[src/rtl/core/htfd_pkg.sv]
// Shared types, constants and the CRC-8 byte function of the frame decoder.
package htfd_pkg;

    localparam logic [7:0]  CRC_INIT    = 8'hFF;
    localparam logic [7:0]  CRC_POLY    = 8'h31;
    localparam logic [14:0] TEMP_SPAN   = 15'd17500;
    localparam logic [13:0] HUM_SPAN    = 14'd10000;
    localparam logic [15:0] TEMP_OFFSET = 16'd4500;
    localparam logic [16:0] FULL_SCALE  = 17'd65535;

    typedef struct packed {
        logic [7:0] data_byte;
        logic       frame_start;
    } in_item_t;

    typedef struct packed {
        logic signed [14:0] temperature_centi;
        logic [13:0]        humidity_centi;
        logic               temperature_crc_bad;
        logic               humidity_crc_bad;
    } out_item_t;

    // Raw words of one complete frame with their checksum verdicts.
    typedef struct packed {
        logic [15:0] temp_word;
        logic [15:0] hum_word;
        logic        temp_bad;
        logic        hum_bad;
    } frame_t;

    typedef enum logic [2:0] {
        POS_T_HI  = 3'd0,
        POS_T_LO  = 3'd1,
        POS_T_CRC = 3'd2,
        POS_H_HI  = 3'd3,
        POS_H_LO  = 3'd4,
        POS_H_CRC = 3'd5
    } frame_pos_t;

    function automatic logic [7:0] crc8_byte(input logic [7:0] crc, input logic [7:0] b);
        logic [7:0] c;
        c = crc ^ b;
        for (int k = 0; k < 8; k++)
        begin
            if (c[7])
                c = {c[6:0], 1'b0} ^ CRC_POLY;
            else
                c = {c[6:0], 1'b0};
        end
        return c;
    endfunction

endpackage

[src/rtl/core/htfd_frame_asm.sv]
// Frame assembly: byte position tracking, word building and CRC checking.
module htfd_frame_asm
    import htfd_pkg::*;
(
    input  logic     clk,
    input  logic     rst_n,
    input  logic     in_valid,
    output logic     in_ready,
    input  in_item_t in_item,
    output logic     frame_valid,
    input  logic     frame_ready,
    output frame_t   frame
);

    frame_pos_t  pos_reg, pos_next, pos_eff;
    logic [7:0]  crc_reg, crc_next, crc_in, crc_step;
    logic [15:0] word_reg, word_next;
    logic [15:0] held_word_reg, held_word_next;
    logic        held_bad_reg, held_bad_next;
    logic        frame_valid_reg, frame_valid_next;
    frame_t      frame_reg, frame_next;
    logic        accept, emit;

    assign in_ready = !frame_valid_reg || frame_ready;
    assign accept   = in_valid && in_ready;

    // A start flag forces the byte to be the first of a new frame.
    always_comb
    begin
        if (in_item.frame_start)
            pos_eff = POS_T_HI;
        else
            pos_eff = pos_reg;
    end

    always_comb
    begin
        pos_next = pos_reg;
        if (accept)
        begin
            unique case (pos_eff)
                POS_T_HI:  pos_next = POS_T_LO;
                POS_T_LO:  pos_next = POS_T_CRC;
                POS_T_CRC: pos_next = POS_H_HI;
                POS_H_HI:  pos_next = POS_H_LO;
                POS_H_LO:  pos_next = POS_H_CRC;
                POS_H_CRC: pos_next = POS_T_HI;
                default:   pos_next = POS_T_LO;
            endcase
        end
    end

    always_comb
    begin
        if (pos_eff == POS_T_HI || pos_eff == POS_H_HI)
            crc_in = CRC_INIT;
        else
            crc_in = crc_reg;
        crc_step = crc8_byte(crc_in, in_item.data_byte);
    end

    always_comb
    begin
        crc_next       = crc_reg;
        word_next      = word_reg;
        held_word_next = held_word_reg;
        held_bad_next  = held_bad_reg;
        emit           = 1'b0;
        frame_next     = frame_reg;
        if (accept)
        begin
            unique case (pos_eff)
                POS_T_HI, POS_H_HI:
                begin
                    crc_next  = crc_step;
                    word_next = {in_item.data_byte, 8'h00};
                end
                POS_T_LO, POS_H_LO:
                begin
                    crc_next  = crc_step;
                    word_next = {word_reg[15:8], in_item.data_byte};
                end
                POS_T_CRC:
                begin
                    held_word_next = word_reg;
                    held_bad_next  = (crc_reg != in_item.data_byte);
                    crc_next       = CRC_INIT;
                end
                POS_H_CRC:
                begin
                    crc_next   = CRC_INIT;
                    emit       = 1'b1;
                    frame_next = '{temp_word: held_word_reg,
                                   hum_word:  word_reg,
                                   temp_bad:  held_bad_reg,
                                   hum_bad:   (crc_reg != in_item.data_byte)};
                end
                default:
                begin
                    // Unreachable position: behaves as the first byte.
                    crc_next  = crc8_byte(CRC_INIT, in_item.data_byte);
                    word_next = {in_item.data_byte, 8'h00};
                end
            endcase
        end
    end

    always_comb
    begin
        if (emit)
            frame_valid_next = 1'b1;
        else if (frame_ready)
            frame_valid_next = 1'b0;
        else
            frame_valid_next = frame_valid_reg;
    end

    always_ff @(posedge clk or negedge rst_n)
    begin
        if (!rst_n)
        begin
            pos_reg         <= POS_T_HI;
            crc_reg         <= CRC_INIT;
            word_reg        <= '0;
            held_word_reg   <= '0;
            held_bad_reg    <= 1'b0;
            frame_valid_reg <= 1'b0;
        end
        else
        begin
            pos_reg         <= pos_next;
            crc_reg         <= crc_next;
            word_reg        <= word_next;
            held_word_reg   <= held_word_next;
            held_bad_reg    <= held_bad_next;
            frame_valid_reg <= frame_valid_next;
        end
    end

    always_ff @(posedge clk)
    begin
        frame_reg <= frame_next;
    end

    assign frame_valid = frame_valid_reg;
    assign frame       = frame_reg;

endmodule

[src/rtl/core/htfd_scale.sv]
// Conversion of raw words to hundredths: constant multiply, then divide by full scale.
module htfd_scale
    import htfd_pkg::*;
(
    input  logic      clk,
    input  logic      rst_n,
    input  logic      frame_valid,
    output logic      frame_ready,
    input  frame_t    frame,
    output logic      out_valid,
    input  logic      out_ready,
    output out_item_t out_item
);

    logic        prod_valid_reg, prod_valid_next;
    logic [30:0] t_prod_reg, t_prod_next;
    logic [30:0] h_prod_reg, h_prod_next;
    logic        t_bad_reg, h_bad_reg;
    logic        out_valid_reg, out_valid_next;
    out_item_t   out_reg, out_next;
    logic        prod_ready, res_ready;
    logic [14:0] t_quot, h_quot;
    logic [15:0] t_signed;

    // Product divided by 65535. The estimate x >> 16 is never too large, and the
    // remainder it leaves stays below twice the divisor, so one correction suffices.
    function automatic logic [14:0] div_full_scale(input logic [30:0] x);
        logic [14:0] q0;
        logic [16:0] r;
        q0 = x[30:16];
        r  = {1'b0, x[15:0]} + {2'b00, q0};
        if (r >= FULL_SCALE)
            return q0 + 15'd1;
        else
            return q0;
    endfunction

    assign res_ready   = !out_valid_reg || out_ready;
    assign prod_ready  = !prod_valid_reg || res_ready;
    assign frame_ready = prod_ready;

    always_comb
    begin
        t_prod_next = 31'(TEMP_SPAN) * 31'(frame.temp_word);
        h_prod_next = 31'(HUM_SPAN) * 31'(frame.hum_word);
        if (frame_valid)
            prod_valid_next = 1'b1;
        else if (res_ready)
            prod_valid_next = 1'b0;
        else
            prod_valid_next = prod_valid_reg;
    end

    always_comb
    begin
        t_quot   = div_full_scale(t_prod_reg);
        h_quot   = div_full_scale(h_prod_reg);
        t_signed = {1'b0, t_quot} - TEMP_OFFSET;
        out_next = '{temperature_centi:   $signed(t_signed[14:0]),
                     humidity_centi:      h_quot[13:0],
                     temperature_crc_bad: t_bad_reg,
                     humidity_crc_bad:    h_bad_reg};
        if (prod_valid_reg)
            out_valid_next = 1'b1;
        else if (out_ready)
            out_valid_next = 1'b0;
        else
            out_valid_next = out_valid_reg;
    end

    always_ff @(posedge clk or negedge rst_n)
    begin
        if (!rst_n)
        begin
            prod_valid_reg <= 1'b0;
            out_valid_reg  <= 1'b0;
        end
        else
        begin
            if (prod_ready)
                prod_valid_reg <= prod_valid_next;
            if (res_ready)
                out_valid_reg <= out_valid_next;
        end
    end

    always_ff @(posedge clk)
    begin
        if (prod_ready && frame_valid)
        begin
            t_prod_reg <= t_prod_next;
            h_prod_reg <= h_prod_next;
            t_bad_reg  <= frame.temp_bad;
            h_bad_reg  <= frame.hum_bad;
        end
        if (res_ready && prod_valid_reg)
            out_reg <= out_next;
    end

    assign out_valid = out_valid_reg;
    assign out_item  = out_reg;

endmodule

[src/rtl/core/humidity_temperature_frame_decoder.sv]
// Top level of the CRC-checked humidity and temperature frame decoder.
// The decoder takes one byte per cycle and never stalls its input unless the
// result side is blocked. A frame is six bytes: temperature word (high, low),
// its CRC-8 (poly 0x31, init 0xFF), humidity word (high, low), its CRC-8.
// A byte with frame_start set begins a new frame and drops any partial one.
// One result follows each sixth byte, with one register stage for frame
// assembly, one for the constant multiplications and one for the
// divide-by-65535 correction. The stages form a pipeline, so a result waiting
// on out_ready does not hold up bytes of the next frame. The converted values
// are given even when a CRC failure flag is set.
module humidity_temperature_frame_decoder
    import htfd_pkg::*;
(
    input  logic      clk,
    input  logic      rst_n,
    input  logic      in_valid,
    output logic      in_ready,
    input  in_item_t  in_item,
    output logic      out_valid,
    input  logic      out_ready,
    output out_item_t out_item
);

    logic   frame_valid, frame_ready;
    frame_t frame;

    htfd_frame_asm u_frame_asm (
        .clk         (clk),
        .rst_n       (rst_n),
        .in_valid    (in_valid),
        .in_ready    (in_ready),
        .in_item     (in_item),
        .frame_valid (frame_valid),
        .frame_ready (frame_ready),
        .frame       (frame)
    );

    htfd_scale u_scale (
        .clk         (clk),
        .rst_n       (rst_n),
        .frame_valid (frame_valid),
        .frame_ready (frame_ready),
        .frame       (frame),
        .out_valid   (out_valid),
        .out_ready   (out_ready),
        .out_item    (out_item)
    );

endmodule
[config.mk]
export PLATFORM = sky130hd
export DESIGN_NAME = humidity_temperature_frame_decoder
export DESIGN_NICKNAME = d
export VERILOG_FILES = /design/src/rtl/core/htfd_pkg.sv /design/src/rtl/core/htfd_frame_asm.sv /design/src/rtl/core/htfd_scale.sv /design/src/rtl/core/humidity_temperature_frame_decoder.sv
export SDC_FILE = /design/constraint.sdc
export NUM_CORES = 1
export LEC_CHECK = 0
export ABC_AREA = 1
export BUFFER_PORTS_ARGS = -buffer_cell sky130_fd_sc_hd__buf_2
export CAP_MARGIN = 20
export CORE_UTILIZATION = 60
export DETAILED_ROUTE_END_ITERATION = 6
export GPL_TIMING_DRIVEN = 1
export HOLD_SLACK_MARGIN = 0.12
export PLACE_DENSITY_LB_ADDON = 0.12
export SLEW_MARGIN = 30
export SYNTH_ARGS = -nofsm -noshare
export SYNTH_HDL_FRONTEND = slang
export SYNTH_SLANG_ARGS = --single-unit
[constraint.sdc]
create_clock -name clk -period 8.3 [get_ports clk]
set_clock_uncertainty 0.2 [all_clocks]
set_input_delay 0.83 -clock clk [delete_from_list [all_inputs] [get_ports clk]]
set_output_delay 0.83 -clock clk [all_outputs]
set_load 0.1 [all_outputs]
==> results.json, run 1 <==
{
  "drt-initial-drc-count": 589,
  "full_die_area_mm2": 0.0249,
  "cts_tree": "built",
  "required_ns": 8.29,
  "synth_most_common_cell": "sky130_fd_sc_hd__inv_1",
  "antenna-diode-count": 0,
  "setup.worst_path.end_class": "register",
  "final_layout_size_suffix_gt1_frac": 0.0770,
  "finalNetCount": 1964,
  "root_buffer": "sky130_fd_sc_hd__clkbuf_16",
  "largest_register_ff_count": 34,
  "synth.lib_cells_used.distinct": 50,
  "global_routing_usage_summed_across_all_routing_layers": 0.251,
  "drt.antenna.violating_nets": 0,
  "postSynthRegisterBits": 169,
  "synthTopCellsByArea": "sky130_fd_sc_hd__edfxtp_1 (25%), sky130_fd_sc_hd__ha_1 (17%), sky130_fd_sc_hd__fa_1 (11%)",
  "mappedNetlistArea_mm2": 0.0145,
  "antenna_found_initial": 0,
  "net_count_after_synthesis": 1912,
  "total_power_divided_by_cell_area_mw_per_mm2": 199,
  "routabilityCongestion": 0.953,
  "mean_syn_cell_area_um2": 8.96,
  "grt_overflow_total": 0,
  "synthDominantAreaCellType": "sky130_fd_sc_hd__edfxtp_1",
  "finalSetupViolations": 0,
  "area.sequential_mm2": 0.00485,
  "max_cap_viol_count": 0,
  "vias_per_cell": 5.22,
  "async_flop_share": 0.278,
  "floorplan.die.height_um": 158,
  "critical_path_max_stage_delay_ns": 0.53,
  "synth-main-ff-cell": "sky130_fd_sc_hd__edfxtp_1",
  "placement_rows": 56,
  "grt_start_max_net_pins": 58,
  "wl_um": 29100,
  "postSynthCellCount": 1623,
  "drt_first_pass_iters": 7,
  "clock_pin_slew_worst_setup_and_hold_paths_ns": 0.07,
  "crit_share_post_route": 0.627,
  "port-buffer-count": 45,
  "timing.hold.worst.class": "reg2reg",
  "cts.htree.levels": 4,
  "yosysWarnings": 0,
  "cell_by_cell_trace_of_the_critical_path": "ha_1 -> inv_1 -> fa_1 -> inv_1 -> ha_1 -> ha_1 -> inv_1 -> fa_1 -> inv_1 -> ha_1 -> nand3_1 -> nand3_1 -> a21boi_0 -> o21ai_0 -> a21boi_0 -> o21bai_1 -> nand3_1 -> nand2_1 -> nand3_1 -> nand2_1 -> a21oi_1 -> xnor2_1",
  "initial_utilization": 0.616,
  "number_of_pins_exceeding_their_max_slew_limit_in_the_final_report": 0,
  "cts_setup_buffers": 0,
  "area_growth_syn_to_layout_pct": 8.45,
  "timing.critical_path.max_delay_family": "adder cells",
  "route.detailed.wl_per_inst_um": 14.5,
  "worst-setup-path-type": "reg2reg",
  "max_clock_freq_mhz": 192,
  "slew-limit-headroom": 0.418,
  "final.fill_count": 1921,
  "hold-worst-slack_ns": 0.225,
  "critical_path.max_fanout": 5,
  "irDropWorstVdd_mv": 0.143,
  "clock_tree.buffer_depth": 2,
  "remaining_drc_errors": 0,
  "insertion_delay_ns": 0.44,
  "final-hold-violation-count": 0,
  "worstSetupStartpointType": "register",
  "worstPathBufferInverterCount": 4,
  "grt_first_pass_wirelength_um": 48700,
  "number_of_top_level_pins": 46,
  "clock_sinks": 169,
  "dp_slack_ns": 3.08,
  "number_of_buffers_inserted_during_clock_tree_synthesis": 17,
  "cts_resized": 0,
  "grt_pass1_vias": 10219,
  "synth_commonest_cells": "sky130_fd_sc_hd__inv_1 (357), sky130_fd_sc_hd__nand2_1 (301), sky130_fd_sc_hd__ha_1 (194)",
  "final.min_clock_period_ns": 5.20,
  "setup_repair_after_global_routing_missed_its_margin": "false",
  "setup-tns-final_ns": 0,
  "post-synth-top-area-fraction": 0.252,
  "dr_total_vias": 10467,
  "cellLeakagePower_nw": 8.02,
  "worst_slack_ns": 3.10,
  "cp_slowest_cell": "sky130_fd_sc_hd__fa_1",
  "hold_buffers": 0,
  "synth_sequential_area_ratio": 0.334,
  "core_area_mm2": 0.0236,
  "area_occupied_by_multi_input_gates_mm2": 0.00824,
  "synth_enable_flop_cells": 122,
  "die_w_um": 158,
  "run_status": "completed",
  "post-dp-hpwl_um": 23200,
  "worst_slew_pin_slew_ns": 0.873,
  "critical_path_arrival_ns": 5.20
}
-- per-stage QoR --
| stage | cells | area [um2] | util | power (mW) |
|---|---|---|---|---|
| finish | 2007 | 15800 | 0.668 | 3.14 |
| global route | 2007 | 15800 | 0.668 | 3.35 |
| CTS | 2006 | 15700 | 0.667 | 3.15 |
| detailed placement | 1974 | 15100 | 0.640 | 2.31 |
| global placement | 1974 | 15100 | 0.640 | 2.27 |
| floorplan | 1623 | 14500 | - | 2.05 |
-- kinds of logic (layout without fill, tap and decap cells) --
group	after synthesis	after routing	synth area share
AND/OR/NAND/NOR	509	509	0.151
AO/OA/AOI/OAI	183	183	0.0715
adder cells (fa/ha/maj)	276	276	0.280
buffers and inverters	381	446	0.100
flip-flops	169	169	0.334
XOR/XNOR	105	105	0.0633
-- power by group --
part           switching (mW)  internal [mW]
Combinational           0.722          0.451
Clock                   0.403          0.430
Sequential             0.0683           1.06
-- final timing paths --
check | start | slack, ns | cells past startpoint | end
min in group asynchronous | rst_n | 0.26 | 2 | u_frame_asm.pos_reg[2]$_DFFE_PN0P_
worst max register to register | u_frame_asm.frame[23]$_DFFE_PP_ | 3.10 | 22 | u_scale.t_prod_reg[29]$_DFFE_PP_
worst max-delay path | u_frame_asm.frame[23]$_DFFE_PP_ | 3.10 | 22 | u_scale.t_prod_reg[29]$_DFFE_PP_
max in group asynchronous | rst_n | 7.22 | 2 | u_frame_asm.held_word_reg[15]$_DFFE_PN0P_
worst min register to register | u_scale.t_bad_reg$_DFFE_PP_ | 0.22 | 0 | u_scale.out_item[1]$_DFFE_PP_
worst min-delay path | u_scale.t_bad_reg$_DFFE_PP_ | 0.22 | 0 | u_scale.out_item[1]$_DFFE_PP_
-- final cells by class --
cell class | count | area share
flip-flops and latches | 169 | 0.308
inverters | 365 | 0.0870
clock buffers | 18 | 0.0286
repair buffers | 49 | 0.0167
well taps | 319 | 0.0253
multi-input cells | 1073 | 0.523
clock inverters | 14 | 0.0121
-- worst reg2reg max path, stage by stage (launching register included) --
cell	delay [ns]
sky130_fd_sc_hd__edfxtp_1	0.49
sky130_fd_sc_hd__ha_1	0.33
sky130_fd_sc_hd__inv_1	0.05
sky130_fd_sc_hd__fa_1	0.49
sky130_fd_sc_hd__inv_1	0.04
sky130_fd_sc_hd__ha_1	0.30
sky130_fd_sc_hd__ha_1	0.28
sky130_fd_sc_hd__inv_1	0.05
sky130_fd_sc_hd__fa_1	0.53
sky130_fd_sc_hd__inv_1	0.04
sky130_fd_sc_hd__ha_1	0.34
sky130_fd_sc_hd__nand3_1	0.10
sky130_fd_sc_hd__nand3_1	0.11
sky130_fd_sc_hd__a21boi_0	0.27
sky130_fd_sc_hd__o21ai_0	0.20
sky130_fd_sc_hd__a21boi_0	0.37
sky130_fd_sc_hd__o21bai_1	0.14
sky130_fd_sc_hd__nand3_1	0.08
sky130_fd_sc_hd__nand2_1	0.10
sky130_fd_sc_hd__nand3_1	0.09
sky130_fd_sc_hd__nand2_1	0.08
sky130_fd_sc_hd__a21oi_1	0.18
sky130_fd_sc_hd__xnor2_1	0.08
-- routing by layer --
layer / routed length (um) / track usage
met5: 0 / 0
met3: 882 / 0.0282
met4: 598 / 0.0865
met2: 14100 / 0.432
met1: 13500 / 0.328
-- cells in the final DEF (no fill, tap or decap), types with 39 or more instances in the layout --
cell	count
sky130_fd_sc_hd__nand2_1	301
sky130_fd_sc_hd__dfrtp_1	39
sky130_fd_sc_hd__ha_1	194
sky130_fd_sc_hd__fa_1	82
sky130_fd_sc_hd__edfxtp_1	122
sky130_fd_sc_hd__nor2_1	64
sky130_fd_sc_hd__a21oi_1	72
sky130_fd_sc_hd__nand3_1	76
sky130_fd_sc_hd__xor2_1	78
sky130_fd_sc_hd__o21ai_0	61
sky130_fd_sc_hd__inv_1	356
sky130_fd_sc_hd__buf_2	45
No activity file was read; power rests on OpenSTA's default activity.
==> run 2: changes to the inputs <==
--- a/config.mk
+++ b/config.mk
@@ -8,7 +8,7 @@
 export ABC_AREA = 1
 export BUFFER_PORTS_ARGS = -buffer_cell sky130_fd_sc_hd__buf_2
 export CAP_MARGIN = 20
-export CORE_UTILIZATION = 60
+export CORE_UTILIZATION = 58
 export DETAILED_ROUTE_END_ITERATION = 6
 export GPL_TIMING_DRIVEN = 1
 export HOLD_SLACK_MARGIN = 0.12
==> constraint.sdc (replaced) <==
create_clock -name clk -period 4.25 [get_ports clk]
set_clock_uncertainty 0.2 [all_clocks]
set_input_delay 0.425 -clock clk [delete_from_list [all_inputs] [get_ports clk]]
set_output_delay 0.425 -clock clk [all_outputs]
set_load 0.1 [all_outputs]
==> run 2 against run 1 <==
Against the previous run: the flow now finishes with violations (negative setup slack); register-to-register slack worse by 3.6 ns; power is 140% higher; critical path type unchanged; hold slack worse by 0.085 ns; largest power group unchanged; sequential share of layout area is 3.9 points lower.
==> results.json, run 2 (same netlist as run 1, synthesis figures left out) <==
{
  "setup_repair_after_global_routing_missed_its_margin": "true",
  "critical_path_arrival_ns": 4.75,
  "commonest_cells_after_routing_fill_and_taps_aside": "sky130_fd_sc_hd__inv_1 (318), sky130_fd_sc_hd__nand2_1 (284), sky130_fd_sc_hd__ha_1 (156)",
  "area_growth_syn_to_layout_pct": 24.0,
  "core_area_mm2": 0.0245,
  "total_power_divided_by_cell_area_mw_per_mm2": 412,
  "worst_slack_ns": -0.502,
  "worst_slew_pin_slew_ns": 0.824,
  "clock_sinks": 169,
  "worstSetupStartpointType": "register",
  "routabilityCongestion": 0.921,
  "worst-setup-path-type": "reg2reg",
  "grt_pass1_vias": 11295,
  "remaining_drc_errors": 0,
  "grt_first_pass_wirelength_um": 53800,
  "final_layout_size_suffix_gt1_frac": 0.245,
  "timing.hold.worst.class": "in2reg",
  "critical_path.max_fanout": 4,
  "cts_tree": "built",
  "reg2reg_depth": 19,
  "setup.worst_path.end_class": "register",
  "layout_commonest_cell": "sky130_fd_sc_hd__inv_1",
  "clock_tree.buffer_depth": 2,
  "drt-initial-drc-count": 605,
  "largest_register_ff_count": 34,
  "placed_area_mm2": 0.0163,
  "drt.antenna.violating_nets": 0,
  "insertion_delay_ns": 0.44,
  "grt_overflow_total": 0,
  "power_mw": 7.42,
  "route.detailed.wl_per_inst_um": 15.4,
  "final-hold-violation-count": 0,
  "crit_share_post_route": 1.12,
  "hold_depth": 3,
  "grt_start_max_net_pins": 48,
  "clock_pin_slew_worst_setup_and_hold_paths_ns": 0.08,
  "required_ns": 4.25,
  "dr_total_vias": 11372,
  "run_status": "complete, but fails checks",
  "wl_um": 33700,
  "antenna_found_initial": 0,
  "initial_utilization": 0.594,
  "global_routing_usage_summed_across_all_routing_layers": 0.264,
  "slew-limit-headroom": 0.451,
  "vias_per_cell": 5.21,
  "finalNetCount": 2135,
  "antenna-diode-count": 0,
  "holdPathEnd": "u_frame_asm.word_reg[7]$_DFFE_PN0P_",
  "dp_slack_ns": -0.475,
  "setup.reg_to_reg.worst_slack_ns": -0.50,
  "violated_checks": "negative setup slack",
  "irDropWorstVdd_mv": 0.242,
  "full_die_area_mm2": 0.0257,
  "min_from": "in_item[8]",
  "cellLeakagePower_nw": 8.92,
  "worstReg2RegEnd": "u_scale.h_prod_reg[24]$_DFFE_PP_",
  "regToRegStartpoint": "u_frame_asm.frame[7]$_DFFE_PP_",
  "post-dp-hpwl_um": 24800,
  "final_cell_area_mm2": 0.0180,
  "number_of_pins_exceeding_their_max_slew_limit_in_the_final_report": 0,
  "die_w_um": 160,
  "drt_first_pass_iters": 5,
  "floorplan.die.height_um": 160,
  "final.min_clock_period_ns": 4.75,
  "number_of_buffers_inserted_during_clock_tree_synthesis": 17,
  "root_buffer": "sky130_fd_sc_hd__clkbuf_16",
  "final.fill_count": 1681,
  "finalSetupViolations": 25,
  "port-buffer-count": 45,
  "placement_rows": 57,
  "max_cap_viol_count": 0,
  "cts.htree.levels": 4,
  "number_of_top_level_pins": 46,
  "max_clock_freq_mhz": 210
}
-- run 2: timing repair --
item                       CTS  global route
gates resized for setup     78            73
hold buffers                 5             0
pin swaps                   85            58
setup buffers               27            17
hold endpoints to repair    43             0
setup endpoints to repair   26            30
-- run 2: worst max path at each step --
stage / from / end / slack, ns
2_1_floorplan: u_frame_asm.frame[7]$_DFFE_PP_ / u_scale.h_prod_reg[29]$_DFFE_PP_ / -0.36
3_3_place_gp: u_frame_asm.frame[8]$_DFFE_PP_ / u_scale.h_prod_reg[29]$_DFFE_PP_ / -0.37
3_5_place_dp: u_frame_asm.frame[8]$_DFFE_PP_ / u_scale.h_prod_reg[29]$_DFFE_PP_ / -0.47
4_1_cts: u_frame_asm.frame[8]$_DFFE_PP_ / u_scale.h_prod_reg[24]$_DFFE_PP_ / -0.40
5_1_grt: u_frame_asm.frame[9]$_DFFE_PP_ / u_scale.h_prod_reg[24]$_DFFE_PP_ / -0.67
6_report: u_frame_asm.frame[7]$_DFFE_PP_ / u_scale.h_prod_reg[24]$_DFFE_PP_ / -0.50
-- run 2: critical path: stages, from the launching register on --
cell,delay (ns)
sky130_fd_sc_hd__edfxtp_1,0.51
sky130_fd_sc_hd__fa_1,0.49
sky130_fd_sc_hd__ha_1,0.30
sky130_fd_sc_hd__ha_1,0.31
sky130_fd_sc_hd__ha_1,0.30
sky130_fd_sc_hd__inv_1,0.06
sky130_fd_sc_hd__fa_1,0.49
sky130_fd_sc_hd__inv_1,0.04
sky130_fd_sc_hd__ha_1,0.38
sky130_fd_sc_hd__inv_1,0.10
sky130_fd_sc_hd__o211ai_1,0.26
sky130_fd_sc_hd__nand2_1,0.10
sky130_fd_sc_hd__o211ai_1,0.20
sky130_fd_sc_hd__a31oi_2,0.10
sky130_fd_sc_hd__o21ai_2,0.19
sky130_fd_sc_hd__nand3_1,0.12
sky130_fd_sc_hd__nand2_2,0.12
sky130_fd_sc_hd__nand3_2,0.07
sky130_fd_sc_hd__nand2_2,0.09
sky130_fd_sc_hd__xor2_2,0.07
-- run 2: power breakdown --
group          internal [mW]  leakage (nW)  switching [mW]
Clock                  0.834         0.304           0.780
Sequential              2.08          1.71           0.133
Combinational           1.67          6.91            1.93
-- run 2: layer usage --
layer | track usage | wire length [um] | vias up
met2 | 0.447 | 16500 | 226
met3 | 0.0356 | 1010 | 63
met1 | 0.349 | 15300 | 5416
met5 | 0 | 0 | -
li1 | - | - | 5667
met4 | 0.0926 | 837 | 0
-- run 2: final cells by class --
| type | instances | area [um2] | area share |
|---|---|---|---|
| clock buffers | 18 | 450 | 0.0250 |
| clock inverters | 14 | 171 | 0.00951 |
| multi-input cells | 1073 | 9140 | 0.507 |
| flip-flops and latches | 169 | 4850 | 0.269 |
| well taps | 324 | 405 | 0.0225 |
| repair buffers | 220 | 1630 | 0.0905 |
| inverters | 365 | 1370 | 0.0762 |
-- run 2: per-stage QoR --
| step | setup TNS [ns] | instances | hold slack, ns | util |
|---|---|---|---|---|
| 6_report | -5.46 | 2183 | 0.140 | 0.737 |
| 5_1_grt | -9.87 | 2183 | 0.144 | 0.737 |
| 4_1_cts | -4.29 | 2174 | 0.121 | 0.719 |
| 3_5_place_dp | -5.76 | 2111 | 0.213 | 0.668 |
| 3_3_place_gp | -4.21 | 2111 | 0.207 | 0.667 |
| 2_1_floorplan | -1.48 | 1623 | -0.0706 | - |
